$ cat config.mk
export PLATFORM = sky130hd
export DESIGN_NAME = air_quality_led_beep_indicator
export DESIGN_NICKNAME = d
export VERILOG_FILES = /design/src/hdl/aqi_pkg.sv /design/src/hdl/air_quality_led_beep_indicator.sv
export SDC_FILE = /design/constraint.sdc
export NUM_CORES = 1
export LEC_CHECK = 0
export BUFFER_PORTS_ARGS = -buffer_cell sky130_fd_sc_hd__buf_2
export CORE_MARGIN = 4
export CORE_UTILIZATION = 60
export DETAILED_ROUTE_END_ITERATION = 10
export HOLD_SLACK_MARGIN = 0.06
export PLACE_DENSITY_LB_ADDON = 0.12
export SLEW_MARGIN = 10
export SYNTH_ARGS = -nofsm -noshare
export SYNTH_HDL_FRONTEND = slang
export SYNTH_SLANG_ARGS = --single-unit
export TNS_END_PERCENT = 100
$ cat constraint.sdc
create_clock -name clk -period 6 [get_ports clk]
set_input_delay 0 -clock clk [delete_from_list [all_inputs] [get_ports clk]]
set_output_delay 0 -clock clk [all_outputs]
set_load 0.02 [all_outputs]
$ cat src/hdl/aqi_pkg.sv
package aqi_pkg;

  localparam int unsigned CfgIdxW  = 3;
  localparam int unsigned CfgDataW = 16;

  typedef logic [CfgIdxW-1:0]  cfg_idx_t;
  typedef logic [CfgDataW-1:0] cfg_data_t;

  localparam cfg_idx_t CFG_LED_MODE         = 3'd0;
  localparam cfg_idx_t CFG_BEEP_ENABLE      = 3'd1;
  localparam cfg_idx_t CFG_BLINK_PERIOD     = 3'd2;
  localparam cfg_idx_t CFG_LIT_THRESHOLD    = 3'd3;
  localparam cfg_idx_t CFG_BEEP_DELAY       = 3'd4;
  localparam cfg_idx_t CFG_TICKS_PER_SECOND = 3'd5;

  localparam logic [1:0] LED_MODE_OFF    = 2'd1;
  localparam logic [1:0] LED_MODE_STEADY = 2'd2;

  localparam logic [1:0] LEVEL_NORMAL = 2'd0;
  localparam logic [1:0] LEVEL_MILD   = 2'd1;

  localparam logic [15:0] BLINK_PERIOD_RST     = 16'd100;
  localparam logic [15:0] LIT_THRESHOLD_RST    = 16'd99;
  localparam logic [15:0] BEEP_DELAY_RST       = 16'd300;
  localparam logic [7:0]  TICKS_PER_SECOND_RST = 8'd10;

endpackage

$ cat src/hdl/air_quality_led_beep_indicator.sv
// A result is registered and offered in the cycle after its tick transfer.
// Throughput: one tick per cycle unless a held result stalls the input; the
// next counter values and compares are combinational up to the result register.
// Reset (synchronous, active low): all counters and the buzzer clear, the
// registers take their defaults, and no result is offered.
module air_quality_led_beep_indicator (
  input  logic                 clk,
  input  logic                 rst_n,
  input  logic                 in_valid,
  output logic                 in_stall,
  input  logic [1:0]           in_air_level,
  output logic                 out_valid,
  input  logic                 out_stall,
  output logic                 out_green_lit,
  output logic                 out_orange_lit,
  output logic                 out_red_lit,
  output logic                 out_buzzer_on,
  output logic                 out_wake_request,
  output logic                 out_sleep_request,
  output logic [31:0]          out_seconds_now,
  input  logic                 cfg_valid,
  output logic                 cfg_ready,
  input  aqi_pkg::cfg_idx_t    cfg_index,
  input  aqi_pkg::cfg_data_t   cfg_data
);
  import aqi_pkg::*;

  logic [1:0]  led_mode_r;
  logic        beep_enable_r;
  logic [15:0] blink_period_r;
  logic [15:0] lit_threshold_r;
  logic [15:0] beep_delay_r;
  logic [7:0]  ticks_per_second_r;

  logic [7:0]  sub_r, sub_nxt;
  logic [31:0] sec_r, sec_nxt;
  logic [15:0] blink_r, blink_nxt;
  logic [15:0] beep_r, beep_nxt;
  logic        buzz_r, buzz_nxt;
  logic        wake_nxt, sleep_nxt;
  logic        lit;
  logic [15:0] d1, d2, d3;

  logic        out_valid_r;
  logic        green_r, orange_r, red_r, buzz_out_r, wake_r, sleep_r;
  logic [31:0] sec_out_r;
  logic        in_xfer;

  assign cfg_ready = 1'b1;
  assign in_stall  = out_valid_r && out_stall;
  assign in_xfer   = in_valid && !in_stall;

  assign d1 = beep_delay_r + 16'd1;
  assign d2 = beep_delay_r + 16'd2;
  assign d3 = beep_delay_r + 16'd3;

  always_comb begin
    sub_nxt = sub_r + 8'd1;
    sec_nxt = sec_r;
    if (sub_nxt >= ticks_per_second_r) begin
      sub_nxt = '0;
      sec_nxt = sec_r + 32'd1;
    end

    // The blink counter runs in every mode but only wraps in blink mode.
    blink_nxt = blink_r + 16'd1;
    if (led_mode_r == LED_MODE_OFF) begin
      lit = 1'b0;
    end else if (led_mode_r == LED_MODE_STEADY) begin
      lit = 1'b1;
    end else begin
      if (blink_nxt >= blink_period_r) blink_nxt = '0;
      lit = blink_nxt >= lit_threshold_r;
    end

    beep_nxt  = beep_r;
    buzz_nxt  = buzz_r;
    wake_nxt  = 1'b0;
    sleep_nxt = 1'b0;
    if (beep_enable_r) begin
      if (in_air_level == LEVEL_NORMAL) begin
        beep_nxt = '0;
        buzz_nxt = 1'b0;
      end else begin
        beep_nxt = beep_r + 16'd1;
        if (beep_nxt == beep_delay_r) begin
          buzz_nxt = 1'b1;
          wake_nxt = 1'b1;
        end else if (beep_nxt == d1) begin
          buzz_nxt = 1'b0;
          // A mild level ends its pattern after the single beep.
          if (in_air_level == LEVEL_MILD) begin
            beep_nxt  = '0;
            sleep_nxt = 1'b1;
          end
        end else if (in_air_level != LEVEL_MILD && beep_nxt == d2) begin
          buzz_nxt = 1'b1;
        end else if (in_air_level != LEVEL_MILD && beep_nxt == d3) begin
          beep_nxt  = '0;
          buzz_nxt  = 1'b0;
          sleep_nxt = 1'b1;
        end
      end
    end
  end

  always_ff @(posedge clk) begin
    if (!rst_n) begin
      led_mode_r         <= '0;
      beep_enable_r      <= 1'b0;
      blink_period_r     <= BLINK_PERIOD_RST;
      lit_threshold_r    <= LIT_THRESHOLD_RST;
      beep_delay_r       <= BEEP_DELAY_RST;
      ticks_per_second_r <= TICKS_PER_SECOND_RST;
    end else if (cfg_valid && cfg_ready) begin
      unique case (cfg_index)
        CFG_LED_MODE:         led_mode_r         <= cfg_data[1:0];
        CFG_BEEP_ENABLE:      beep_enable_r      <= cfg_data[0];
        CFG_BLINK_PERIOD:     blink_period_r     <= cfg_data;
        CFG_LIT_THRESHOLD:    lit_threshold_r    <= cfg_data;
        CFG_BEEP_DELAY:       beep_delay_r       <= cfg_data;
        CFG_TICKS_PER_SECOND: ticks_per_second_r <= cfg_data[7:0];
        default: ;
      endcase
    end
  end

  always_ff @(posedge clk) begin
    if (!rst_n) begin
      sub_r       <= '0;
      sec_r       <= '0;
      blink_r     <= '0;
      beep_r      <= '0;
      buzz_r      <= 1'b0;
      out_valid_r <= 1'b0;
    end else begin
      if (in_xfer) begin
        sub_r   <= sub_nxt;
        sec_r   <= sec_nxt;
        blink_r <= blink_nxt;
        beep_r  <= beep_nxt;
        buzz_r  <= buzz_nxt;
      end
      if (in_xfer) begin
        out_valid_r <= 1'b1;
      end else if (!out_stall) begin
        out_valid_r <= 1'b0;
      end
    end
  end

  always_ff @(posedge clk) begin
    if (in_xfer) begin
      green_r    <= lit && (in_air_level == LEVEL_NORMAL);
      orange_r   <= lit && (in_air_level == LEVEL_MILD);
      red_r      <= lit && in_air_level[1];
      buzz_out_r <= buzz_nxt;
      wake_r     <= wake_nxt;
      sleep_r    <= sleep_nxt;
      sec_out_r  <= sec_nxt;
    end
  end

  assign out_valid         = out_valid_r;
  assign out_green_lit     = green_r;
  assign out_orange_lit    = orange_r;
  assign out_red_lit       = red_r;
  assign out_buzzer_on     = buzz_out_r;
  assign out_wake_request  = wake_r;
  assign out_sleep_request = sleep_r;
  assign out_seconds_now   = sec_out_r;

endmodule

==> results.json <==
{
  "outcome": "finished, final reports clean",
  "cp_data_arrival_time_ps": 5680,
  "cpMostUsedCell": "a21o_1",
  "hpwlAfterDp_mm": 17.8,
  "synth-xor-area-share_pct": 10.8,
  "cts_sinks": 171,
  "firstDrtPassIters": 7,
  "drive_above_1_share_pct": 9.95,
  "crit_required_ps": 6170,
  "synth_cells": 1241,
  "r2r_start": "blink_r[2]",
  "synth_flop_cell": "dfxtp_1",
  "htreeDepth": 4,
  "ys_seq_area_share_pct": 37.0,
  "path_clk_slew_ps": 60,
  "yosys.area_share.simple_pct": 25.5,
  "wl_per_cell_um": 16.4,
  "grt_pass1_vias": 8490,
  "ff2ff_path_depth": 24,
  "fp.dieH_um": 139,
  "end_kind": "register",
  "max_freq_ghz": 0.181,
  "final-seq-area_um2": 3800,
  "min-delay-start": "cfg_index[2]",
  "yosysWarnings": 0,
  "setup_viol": 0,
  "antenna_found_initial": 0,
  "grt_start_max_net_pins": 87,
  "postRouteAntennaNets": 0,
  "min_period_ps": 5520,
  "layout_common_cells": "186 x nand2_1, 133 x dfxtp_1, 92 x nor2_1, 89 x a21oi_1, 65 x buf_2",
  "row_count": 47,
  "ir_drop_uv": 203,
  "grt_pass1_wl_mm": 42.1,
  "io_buffers": 65,
  "antenna_cells": 0,
  "place.gp.congestion": 0.941,
  "dpl_cell_area_um2": 10700,
  "synthArstFlopShare_pct": 0,
  "grtUsageTotal_pct": 26.1,
  "synthToLayoutAreaGrowth_pct": 11.8,
  "ios": 67,
  "synth.distinct_cells": 75,
  "clock_skew_ps": 7.41,
  "stdcell_area_um2": 11500,
  "min_path_type": "input pin to register",
  "slew_violations": 0,
  "synthMuxAreaShare_pct": 1.10,
  "synth_edf_count": 38,
  "rrSetupSlack_ps": 480,
  "post_cts_resized": 0,
  "clockBufferDepth": 2,
  "tns_ps": 0,
  "multi_input_area_um2": 5960,
  "synth_top_family_by_area": "simple AND/OR/NAND/NOR gates",
  "cts_tree": "yes",
  "rsz0062_at_grt": "no",
  "synthAdderAreaFrac_pct": 5.84,
  "drt-total-wl_mm": 25.1,
  "syn-cell-area_um2": 10300,
  "max_stage_delay_ps": 450,
  "report.final.hold_viol_count": 0,
  "core_um2": 16700,
  "drtIter0Drc": 792,
  "crit_fanout": 7,
  "tightest_slew_ps": 1140,
  "start_kind": "register",
  "numCtsBuffers": 17,
  "crit_chain": "and3_1, and3_1, and3_1, and3_1, nand3_1, nor2_1, xnor2_1, inv_1, ha_1, a21o_1, a21o_1, a211oi_1, o41a_1, nand2b_1, ha_1, nand2b_1, a21o_1, a21o_1, a21o_1, a21o_1, a21oi_1, o21ai_0, o211ai_1, a21boi_0",
  "avgSynthCellArea_um2": 8.28,
  "fill_cells": 1345,
  "maxSlewHeadroom_pct": 23.8,
  "p_leak_nw": 4.59,
  "dieArea_um2": 19300,
  "synth-compound-area-share_pct": 14.8,
  "pwr_density_cell_nw_per_um2": 217,
  "overflow": 0,
  "nNetsFinal": 1368,
  "synth-seq-cells": 171,
  "min_path_cells": 5,
  "period_share_pct": 92.0,
  "root_buffer": "clkbuf_16",
  "drc": 0,
  "die_w_um": 139,
  "cp_slowest_cell": "dfxtp_1",
  "via_per_inst": 5.94,
  "start_util_pct": 61.5,
  "power_mw": 2.49,
  "critical_path_class": "register to register",
  "synthesis.nets": 1315,
  "layout_commonest_cell": "nand2_1",
  "clk_latency_ps": 430,
  "hold_end": "beep_enable_r",
  "maxCapViolCount": 0,
  "reg2reg_to": "out_red_lit",
  "vias": 9067
}
## what timing repair did
action,4_1_cts,5_1_grt
hold buffers,24,0
setup endpoints to repair,0,3
buffers inserted,0,2
hold endpoints to repair,62,0
## registers in the layout, indices dropped and copies added, names as in the netlist, 2 cells and up
name and cells:
beep_delay_r 16, beep_r 16, blink_period_r 16, blink_r 16, led_mode_r 2, lit_threshold_r 16
out_seconds_now 32, sec_r 32, sub_r 8, ticks_per_second_r 8
## cell families after synthesis
group	Yosys count
buffers and inverters	127
flip-flops	171
other	1
adder cells (fa/ha/maj)	48
AND/OR/NAND/NOR	526
AO/OA/AOI/OAI	240
XOR/XNOR	117
multiplexers	11
## synth_stat cells (6+ instances only)
library cell,count,share of area (%)
nand3_1,48,2.3
o21ai_1,7,0.34
ha_1,48,5.8
or2_2,11,0.67
nor4_1,7,0.43
nor3_1,36,1.8
dfxtp_1,133,26
clkbuf_1,49,1.8
a21oi_1,89,4.3
and2_1,11,0.67
o22ai_1,7,0.43
edfxtp_1,38,11
nand2b_1,10,0.61
nand2_1,186,6.8
nor2_1,92,3.4
and3_1,21,1.3
o211ai_1,13,0.95
o21ai_0,37,1.8
mux2i_1,9,0.88
buf_2,10,0.49
xor2_1,64,5.5
a211oi_1,6,0.44
xnor2_1,47,4.0
nand4_1,35,2.1
inv_1,61,2.2
xnor3_1,6,1.3
o31ai_1,15,1.1
or3_1,14,0.85
a21o_1,23,1.7
or4_1,17,1.2
## final cells by class
cell class                      count  area share, %
Clock buffer                       23           4.38
Clock inverter                      9          0.643
Inverter                           62           2.03
Multi-Input combinational cell    943           51.9
Sequential cell                   171           33.1
Tap cell                          220           2.40
Timing Repair Buffer               99           5.58
## layer usage
layer	vias up	track usage, %	share of wire [%]
met3	28	5.10	6.7
met4	0	6.69	1.3
met5	-	0	0
met1	4257	36.7	47
met2	299	41.5	45
li1	4483	-	-
## how the worst max path moves through the flow
| stage | start | endpoint | slack (ps) | cells past startpoint |
|---|---|---|---|---|
| detailed placement | blink_r[2] | out_red_lit | 510 | 24 |
| finish | blink_r[2] | out_red_lit | 480 | 24 |
| floorplan | blink_r[2] | out_red_lit | 1020 | 25 |
| CTS | blink_r[2] | out_red_lit | 440 | 24 |
| global route | blink_r[2] | out_red_lit | 120 | 24 |
| global placement | blink_r[2] | out_red_lit | 740 | 24 |
## worst max-delay path: cells and delay by family (launching register included)
kind	cells	cell delay [ps]
xor gates and xnor gates	1	180
adders and majority gates	2	570
buffers and inverters	1	90
AOI/OAI and AO/OA	12	2500
and+or+nand+nor	8	1470
DFF	1	450
## power breakdown
part / total (mW) / switching, mW / leakage, nW / internal [mW]
sequential: 1.22 / 0.0190 / 1.46 / 1.20
combinational: 0.205 / 0.129 / 2.85 / 0.0762
clock: 1.07 / 0.469 / 0.286 / 0.600
## per-stage QoR
stage | hold slack [ps] | util (%) | std cells | setup WS [ps]
CTS | 63.4 | 68.7 | 1525 | 442
global route | 104 | 68.8 | 1527 | 116
floorplan | 124 | - | 1241 | 1020
detailed placement | 231 | 63.8 | 1469 | 510
finish | 74.1 | 68.8 | 1527 | 483
global placement | 225 | 63.8 | 1469 | 736
Power figures use the tool's default switching activity.
